**src/rtl/sset_pkg.sv**
```systemverilog
// Shared constants, codes and types for the sorted set engine.
`default_nettype none
package sset_pkg;

  localparam int DEPTH = 16;
  localparam int VAL_W = 32;
  localparam int IDX_W = $clog2(DEPTH);
  localparam int CNT_W = $clog2(DEPTH + 1);

  localparam logic OP_INSERT = 1'b0;
  localparam logic OP_DELETE = 1'b1;

  localparam logic [1:0] ST_OK        = 2'd0;
  localparam logic [1:0] ST_NOT_FOUND = 2'd1;
  localparam logic [1:0] ST_FULL      = 2'd2;

  // Broadcast from the controller to every cell of the row.
  typedef struct packed {
    logic                    apply;
    logic                    op;
    logic signed [VAL_W-1:0] operand;
    logic        [CNT_W-1:0] count;
  } cell_ctl_t;

endpackage
`default_nettype wire

```
**src/rtl/sset_cell.sv**
```systemverilog
// One slot of the sorted row: holds a value, compares it and shifts with its neighbors.
`default_nettype none
module sset_cell
  import sset_pkg::*;
(
  input  wire logic                    clk,
  input  wire cell_ctl_t               ctl,
  input  wire logic        [IDX_W-1:0] idx,
  input  wire logic                    is_front,
  input  wire logic signed [VAL_W-1:0] left_val,
  input  wire logic                    left_lt,
  input  wire logic                    left_seen,
  input  wire logic signed [VAL_W-1:0] right_val,
  output logic signed [VAL_W-1:0]      val_q,
  output logic signed [VAL_W-1:0]      val_nxt,
  output logic                         lt,
  output logic                         seen
);

  logic signed [VAL_W-1:0] val_r;
  logic                    held;
  logic                    eq;

  assign held = {1'b0, idx} < ctl.count;
  assign eq   = held && (val_r == ctl.operand);
  // The front slot also counts an equal value as "before", so equals land after it.
  assign lt   = held && ((val_r < ctl.operand) || (is_front && eq));
  assign seen = left_seen | eq;

  always_comb begin
    val_nxt = val_r;
    if (ctl.apply) begin
      if (ctl.op == OP_INSERT) begin
        if (!lt) begin
          val_nxt = left_lt ? ctl.operand : left_val;
        end
      end else begin
        if (seen) begin
          val_nxt = right_val;
        end
      end
    end
  end

  always_ff @(posedge clk) begin
    val_r <= val_nxt;
  end

  assign val_q = val_r;

endmodule
`default_nettype wire

```
**src/rtl/sorted_set_insert_delete_top.sv**
```systemverilog
// Sorted set engine: input latch, controller, row of compare-and-shift cells, result register.
// The input latch holds an accepted transaction until the result register takes its outcome.
// Throughput: one transaction per cycle while the result side does not stall; each
// operation is a single compare-and-shift step across the whole cell row.
// Reset (synchronous, rst_n low) empties the table and clears both handshakes;
// stored values are not reset and are only ever read below the entry count.
`default_nettype none
module sorted_set_insert_delete_top
  import sset_pkg::*;
(
  input  wire logic               clk,
  input  wire logic               rst_n,
  input  wire logic               in_valid,
  output logic                    in_stall,
  input  wire logic               in_opcode,
  input  wire logic signed [31:0] in_value,
  output logic                    out_valid,
  input  wire logic               out_stall,
  output logic [1:0]              out_status,
  output logic [3:0]              out_position,
  output logic [4:0]              out_entry_count,
  output logic signed [31:0]      out_smallest
);

  logic                    busy_r, busy_nxt;
  logic                    op_r;
  logic signed [VAL_W-1:0] operand_r;
  logic [CNT_W-1:0]        count_r, count_nxt;
  logic                    out_valid_r, out_valid_nxt;
  logic [1:0]              status_r;
  logic [IDX_W-1:0]        position_r;
  logic [CNT_W-1:0]        ocount_r;
  logic signed [VAL_W-1:0] smallest_r;

  logic                    fire;
  logic                    accept;
  logic                    full;
  logic                    found;
  logic                    ok;
  logic [IDX_W-1:0]        enc_pos;
  logic [1:0]              status_c;
  cell_ctl_t               ctl;

  logic signed [VAL_W-1:0] val_q   [DEPTH];
  logic signed [VAL_W-1:0] val_nxt [DEPTH];
  logic [DEPTH-1:0]        lt_vec;
  logic [DEPTH-1:0]        seen_vec;

  assign fire     = busy_r && (!out_valid_r || !out_stall);
  assign in_stall = busy_r && !fire;
  assign accept   = in_valid && !in_stall;

  assign full  = (count_r == CNT_W'(DEPTH));
  assign found = seen_vec[DEPTH-1];
  assign ok    = (op_r == OP_INSERT) ? !full : found;

  assign ctl.apply   = fire && ok;
  assign ctl.op      = op_r;
  assign ctl.operand = operand_r;
  assign ctl.count   = count_r;

  genvar g;
  generate
    for (g = 0; g < DEPTH; g++) begin : g_cell
      logic signed [VAL_W-1:0] lv, rv;
      logic                    llt, lseen;
      if (g == 0) begin : g_front
        assign lv    = '0;
        assign llt   = 1'b1;
        assign lseen = 1'b0;
      end else begin : g_mid
        assign lv    = val_q[g-1];
        assign llt   = lt_vec[g-1];
        assign lseen = seen_vec[g-1];
      end
      if (g == DEPTH - 1) begin : g_back
        assign rv = '0;
      end else begin : g_inner
        assign rv = val_q[g+1];
      end
      sset_cell u_cell (
        .clk       (clk),
        .ctl       (ctl),
        .idx       (IDX_W'(g)),
        .is_front  (g == 0),
        .left_val  (lv),
        .left_lt   (llt),
        .left_seen (lseen),
        .right_val (rv),
        .val_q     (val_q[g]),
        .val_nxt   (val_nxt[g]),
        .lt        (lt_vec[g]),
        .seen      (seen_vec[g])
      );
    end
  endgenerate

  // Insert point is the first slot not "before" the value; delete point is the first match.
  always_comb begin
    enc_pos = '0;
    for (int i = 0; i < DEPTH; i++) begin
      if (op_r == OP_INSERT) begin
        if (!lt_vec[i] && ((i == 0) || lt_vec[(i == 0) ? 0 : i-1])) begin
          enc_pos = enc_pos | IDX_W'(i);
        end
      end else begin
        if (seen_vec[i] && ((i == 0) || !seen_vec[(i == 0) ? 0 : i-1])) begin
          enc_pos = enc_pos | IDX_W'(i);
        end
      end
    end
  end

  always_comb begin
    if (op_r == OP_INSERT) begin
      status_c = full ? ST_FULL : ST_OK;
    end else begin
      status_c = found ? ST_OK : ST_NOT_FOUND;
    end
    count_nxt = count_r;
    if (ctl.apply) begin
      count_nxt = (op_r == OP_INSERT) ? count_r + CNT_W'(1) : count_r - CNT_W'(1);
    end
    busy_nxt = accept ? 1'b1 : (fire ? 1'b0 : busy_r);
    out_valid_nxt = fire ? 1'b1 : (out_stall ? out_valid_r : 1'b0);
  end

  always_ff @(posedge clk) begin
    if (!rst_n) begin
      busy_r      <= 1'b0;
      count_r     <= '0;
      out_valid_r <= 1'b0;
    end else begin
      busy_r      <= busy_nxt;
      count_r     <= count_nxt;
      out_valid_r <= out_valid_nxt;
    end
  end

  always_ff @(posedge clk) begin
    if (accept) begin
      op_r      <= in_opcode;
      operand_r <= in_value;
    end
    if (fire) begin
      status_r   <= status_c;
      position_r <= ok ? enc_pos : '0;
      ocount_r   <= count_nxt;
      smallest_r <= (count_nxt != '0) ? val_nxt[0] : '0;
    end
  end

  assign out_valid       = out_valid_r;
  assign out_status      = status_r;
  assign out_position    = position_r;
  assign out_entry_count = ocount_r;
  assign out_smallest    = smallest_r;

  a_count_bound: assert property (@(posedge clk) disable iff (!rst_n)
    count_r <= CNT_W'(DEPTH))
    else $error("entry count exceeds table depth");

  a_fail_pos: assert property (@(posedge clk) disable iff (!rst_n)
    out_valid_r && (status_r != ST_OK) |-> position_r == '0)
    else $error("refused transaction reports a nonzero position");

  a_full_refused: assert property (@(posedge clk) disable iff (!rst_n)
    fire && (op_r == OP_INSERT) && full |=> out_valid_r && (status_r == ST_FULL)
      && $stable(count_r))
    else $error("insert into a full table was not refused");

  a_fire_result: assert property (@(posedge clk) disable iff (!rst_n)
    fire |=> out_valid_r && (ocount_r == count_r))
    else $error("result count does not match table count");

endmodule
`default_nettype wire

```
**config.mk**
```make
export PLATFORM = sky130hd
export DESIGN_NAME = sorted_set_insert_delete_top
export DESIGN_NICKNAME = d
export VERILOG_FILES = /design/src/rtl/sset_pkg.sv /design/src/rtl/sset_cell.sv /design/src/rtl/sorted_set_insert_delete_top.sv
export SDC_FILE = /design/constraint.sdc
export NUM_CORES = 2
export LEC_CHECK = 0
export BUFFER_PORTS_ARGS = -buffer_cell sky130_fd_sc_hd__buf_2
export CAP_MARGIN = 0
export CORE_ASPECT_RATIO = 0.5
export CORE_MARGIN = 2
export CORE_UTILIZATION = 55
export DETAILED_ROUTE_END_ITERATION = 10
export PLACE_DENSITY = 0.71
export SYNTH_ARGS = -nofsm -noshare
export SYNTH_HDL_FRONTEND = slang
export SYNTH_SLANG_ARGS = --single-unit
```
**constraint.sdc**
```tcl
create_clock -name clk -period 17.8 [get_ports clk]
set_input_delay 1.78 -clock clk [delete_from_list [all_inputs] [get_ports clk]]
set_output_delay 1.78 -clock clk [all_outputs]
set_load 0.05 [all_outputs]
```
After elaboration in Yosys (flattened, before gate mapping)
Cells that the tools add are included.

Mux-type cells: 119. Reductions and logical operators: 120. Magnitude comparators: 32. Bitwise gates (word level): 15. Equality and inequality tests: 48. Add/subtract/negate cells: 2.

Operators by type and width (count): 32-bit 2-to-1 mux (64); 32-bit == test (16); 32-bit less-than comparator (16); 4-bit 2-to-1 mux (24); 1-bit logical AND (66); 3-bit AND reduction (15); 4-bit by 5-bit less-than comparator with 1-bit output (first input constant) (8); 3-bit 2-to-1 mux (12); 1-bit zero test (35); 2-bit by 1-bit != test with 1-bit output (second input constant) (16); 2-bit != test (second input constant) (15); 3-bit by 5-bit less-than comparator with 1-bit output (first input constant) (4); 2-bit 2-to-1 mux (8); 1-bit OR (15); 1-bit by 5-bit less-than comparator with 1-bit output (first input constant) (2); 2-bit by 5-bit less-than comparator with 1-bit output (first input constant) (2); 5-bit 2-to-1 mux (2); 1-bit 2-to-1 mux (9); 5-bit by 1-bit adder with 5-bit output (second input constant) (1); 5-bit == test (second input constant) (1); 5-bit nonzero test (1); 5-bit by 1-bit subtractor with 5-bit output (second input constant) (1); 1-bit logical OR (2); 2-bit nonzero test (1).

Bits of input ports: 37. Output and inout bits: 45. Bits in registers: 595. Word-level logic and storage cells: 361.

Depth between registers and ports, before layout
Depth in word-level cells: 35. Mapped depth: 15. Gate-level depth less buffers: 13.

By module
A second synthesis with hierarchy kept.

Cell total of the unflattened synthesis: 4892. Area total of the unflattened synthesis: 44888.1 um^2.

Modules (own cells, without submodules): sset_cell at g_cell[0].u_cell ... (sequential area each 640.6 um^2, cells each 291, instances 13, area an instance 2588.7 um^2); sset_cell at g_cell[7].u_cell ... (sequential area each 640.6 um^2, cells each 280, instances 3, area an instance 2553.7 um^2); sorted_set_insert_delete_top (sequential area each 2422.3 um^2, cells each 269, instances 1, area an instance 3573.4 um^2).

Worst setup path before layout
No wires, ideal clock.

Path kind: reg-to-reg. Start point: register operand_r[31]. End point: register g_cell[4].u_cell.val_r[0], enable pin. Clock period less this slack: 6.725 ns. Slack: 11.075 ns. Cell stages (with the launch flop): 13. Arrival time: 6.254 ns. Required time: 17.330 ns. Path buffers: 2. Library setup time: 0.470 ns. Cells stage by stage: edfxtp_1 > clkbuf_1 > clkinv_1 > ha_1 > nand4_1 > or4_1 > or3_1 > or4_4 > and3_4 > nand3_4 > nand2_1 > clkbuf_1 > a211oi_1.

Longest elaborated chain between the ends: 20. Elaborated cells on any way between the ends: 54. Classes of those cells: 1 x order compare; 18 x eq/ne; 1 x mux; 15 x bitwise; 19 x reduce/logical.

Ends and longest elaborated chain: from (decl) (line sorted_set_insert_delete_top.sv:27) `logic signed [VAL_W-1:0] operand_r;`; from (signal assigned) (line sorted_set_insert_delete_top.sv:143) `operand_r <= in_value;`; 32-bit == test (line sset_cell.sv:25) `assign eq = held && (val_r == ctl.operand);`; 1-bit logical AND (line sset_cell.sv:25); 1-bit OR (15 in a row) (line sset_cell.sv:28) `assign seen = left_seen | eq;`; 1-bit 2-to-1 mux (line sorted_set_insert_delete_top.sv:55) `assign ok = (op_r == OP_INSERT) ? !full : found;`; 1-bit logical AND (line sorted_set_insert_delete_top.sv:57) `assign ctl.apply = fire && ok;`; 3-bit AND reduction (no line) (*); to (signal assigned) (line sset_cell.sv:46) `val_r <= val_nxt;`; to (decl) (line sset_cell.sv:20) `logic signed [VAL_W-1:0] val_r;`.

Every way passes the cells marked *; elsewhere a longest branch is shown, timed or not. A chain may end at the register's enable or synchronous reset.

Worst setup path after layout
Start point: register operand_r[25]. End point: register g_cell[3].u_cell.val_r[13], enable pin.

Longest elaborated chain between the ends: 20. Elaborated cells on any way between the ends: 54. Classes of those cells: 1 x order compare; 18 x eq/ne; 1 x mux; 15 x bitwise; 19 x reduce/logical.

Ends and longest elaborated chain (line): 32-bit == test (sset_cell.sv:25); 1-bit logical AND (sset_cell.sv:25); 1-bit OR (15 in a row) (sset_cell.sv:28); 1-bit 2-to-1 mux (sorted_set_insert_delete_top.sv:55); 1-bit logical AND (sorted_set_insert_delete_top.sv:57); 3-bit AND reduction (no line) (*); to (signal assigned) (sset_cell.sv:46); to (decl) (sset_cell.sv:20).

Marks and branches as above.

==> metrics.md <==
| Metric | Value |
|---|---|
| CP Max Fanout | 23 |
| TritonCTS buffer count | 57 |
| Pins Over Slew Limit | 0 |
| Post-synth top area share | 0.410 |
| Die area | 0.0764 mm^2 |
| Leak pwr | about 0.017 uW |
| Synth Flop Type | edfxtp_1 |
| Worst slew margin | 0.133 |
| Rows | 70 |
| RSZ-0062 raised after global routing | false |
| Slew @ Worst Pin | between 1000 and 1500 ps |
| Crit end category | flop |
| Post-CTS resize count | 0 |
| Crit path from | operand_r[25] |
| Crit path to | g_cell[3].u_cell.val_q[13] |
| Outcome | completed |
| Fin util | 0.604 |
| Worst VDD drop | ~0.075 mV |
| Port Buf Inserts | about 80 |
| Starting DRT DRC Count | about 4900 |
| Final hold vios | 0 |
| GRT overflow | 0 |
| Commonest cells after routing, fill and taps aside | edfxtp_1, nand2_1, o21ai_0, ha_1, nor2_1 |
| Final period util | 0.316 |
| Synth top area cells | edfxtp_1, ha_1, mux2i_1, o21ai_0, nand2_1 |
| Critical path type | reg -> reg |
| Fraction of registers with async set/reset | 0 |
| Critical path required time | approximately 18000 ps |
| Largest area contributor in the netlist | edfxtp_1 |
| Clk buf depth | 3 |
| Hold wc startpoint | busy_r |
| Max_cap viols | 0 |
| CTS tree | yes |
| Number of vias in the routed layout | ~34000 |
| Reg2Reg Setup Slack | ~12000 ps |
| CTS Root Cell | clkbuf_16 |
| Minimum clock period | 5620 ps |
| DRC | 0 |
| CTS sink cnt | just under 600 |
| First-pass iteration count of the detailed router | 7 |
| Commonest non-fill, non-tap cell in the layout | edfxtp_1 |
| #FFs+latches synth | 595 |
| GP Congestion | ~1 |
| Post CTS Setup Buffer Count | 0 |
| Post-DP HPWL | 101000 um |
| Initial antenna violation count | 1 |
| Hold Path Class | reg -> reg |
| Vias in the first global route | 32200 |
| Setup TNS | 0 ps |
| R2R cell count | 13 |
| Detail Route Antenna Nets | 0 |
| CTS HTree Levels | 2 |
| Synthesized Nets | 4733 |
| Die Ht | slightly below 200 um |
| P per Cell Area | between 80 and 90 mW/mm^2 |
| Fraction of layout cells with a size suffix above 1 | 0.0786 |
| Synth Area per Inst | around 9.7 um^2 |
| Register area share after synthesis | 0.429 |
| Synth unique cells | 70 |
| Vias per inst | 6.57 |
| Post-Synthesis Cells | approximately 4200 |
| Worst setup SP type | flop |
| Worst skew pair latency | roughly 660 ps |
| Starting Density | 0.557 |
| EDFF count, synth | about 560 |
| Arrival time worst endpoint | slightly below 6000 ps |
| Area Overhead vs Synth | 8.58% |
| ANT cells | 0 |
| Drt total wl | 135000 um |
| R2R Path End | g_cell[3].u_cell.val_q[13] |
| GRT Util Overall | 0.349 |
| Post-Syn Area | ~0.041 mm^2 |
| Die W | slightly below 400 um |
| Worst r2r src | operand_r[25] |
| Final #Nets | 4714 |
| Post-DR wirelength/cell | 26.1 um |
| Layout fillers | just over 6000 |
| IO Pins | about 80 |
| FMAX | approximately 180 MHz |
| Largest net degree at the start of global routing | roughly 240 |
| CTS hold repair buffers | 0 |
| Final setup violation count | 0 |
| First-pass GRT wire length | a little over 200000 um |
| Core area | 0.0732 mm^2 |
| Final Skew | 25.5 ps |
| Yosys Warn Count | 0 |
| Clock Pin Slew Worst Setup and Hold Paths | around 70 ps |
## sequential cells by signal, indices dropped and copies added, names as in the netlist
name / flops
out_entry_count: 5
count_r: 5
out_smallest: 32
out_status: 2
op_r: 1
out_position: 4
operand_r: 32
out_valid: 1
busy_r: 1
g_cell.u_cell.val_q: 512
## logic make-up after synthesis
group,after synthesis,synth area share
adders and majority gates,516,0.158
AOI/OAI and AO/OA,1143,0.160
and+or+nand+nor,1276,0.140
DFF,595,0.429
muxes,325,0.0810
buffers and inverters,315,0.0298
xor gates and xnor gates,10,0.00215
## where the power goes
part / internal, uW / total (uW) / switching [uW]
combinational: 239 / 646 / 407
sequential: 1610 / 1700 / 85.8
clock: 735 / 1320 / 582
## worst min-delay path by stage
| stage | slack, ps | cells after the start | to |
|---|---|---|---|
| after floorplan | 470 | 2 | out_valid |
| after global placement | 490 | 2 | out_valid |
| after detailed placement | 500 | 2 | out_valid |
| after CTS | 520 | 2 | out_valid |
| after global routing | 590 | 2 | out_valid |
| final | 530 | 2 | out_valid |
## layout make-up
| type | count | area [um^2] | share of cell area |
|---|---|---|---|
| clock inverter | 22 | 265 | 0.00599 |
| timing repair buffer | 161 | 1020 | 0.0230 |
| multi-input combinational | 3270 | 22300 | 0.504 |
| inverter | 76 | 288 | 0.00650 |
| clock buffer | 85 | 1670 | 0.0378 |
| tap | 972 | 1220 | 0.0275 |
| sequential | 595 | 17500 | 0.395 |
## critical path: stages, from the launching register on
cell and delay [ps]:
edfxtp_1 800, clkinv_1 160, buf_4 290, ha_1 370, nand4_1 210, or4_1 580
or3_1 450, or4_4 590, and3_4 220, nand3_4 80, nand2_1 60, buf_4 290
nor3_2 700, buf_4 440
## cells in the mapped netlist (all sizes together) (25+ instances only)
cell type	count
inv	44
buf	36
edfxtp	556
a211oi	51
and2	41
mux2	37
clkbuf	203
nor3	41
nand3	71
a221o	36
o21ai	526
clkinv	32
nand2	552
nand4	90
ha	516
dfxtp	39
a21oi	351
mux2i	288
nand2b	25
a21o	45
nor2	358
## per-stage QoR
step | setup slack (ps) | instances | total power [uW] | cell area [um^2] | hold WS [ps]
finish | 12180 | 5181 | 3660 | 44200 | 528
global route | 11920 | 5181 | 3790 | 44200 | 591
CTS | 12210 | 5181 | 3650 | 44200 | 524
detailed placement | 12270 | 5074 | 2350 | 42300 | 499
global placement | 12340 | 5074 | 2330 | 42300 | 490
floorplan | 11080 | 4180 | 2130 | 40800 | 472
## routing by layer
metal,global-route usage,vias up,routed length (um)
met5,0,-,0
met2,0.474,2166,52600
met3,0.0829,239,18600
met1,0.539,16100,59300
li1,-,15500,-
met4,0.117,0,4560
No activity file was read; power rests on OpenSTA's default activity.
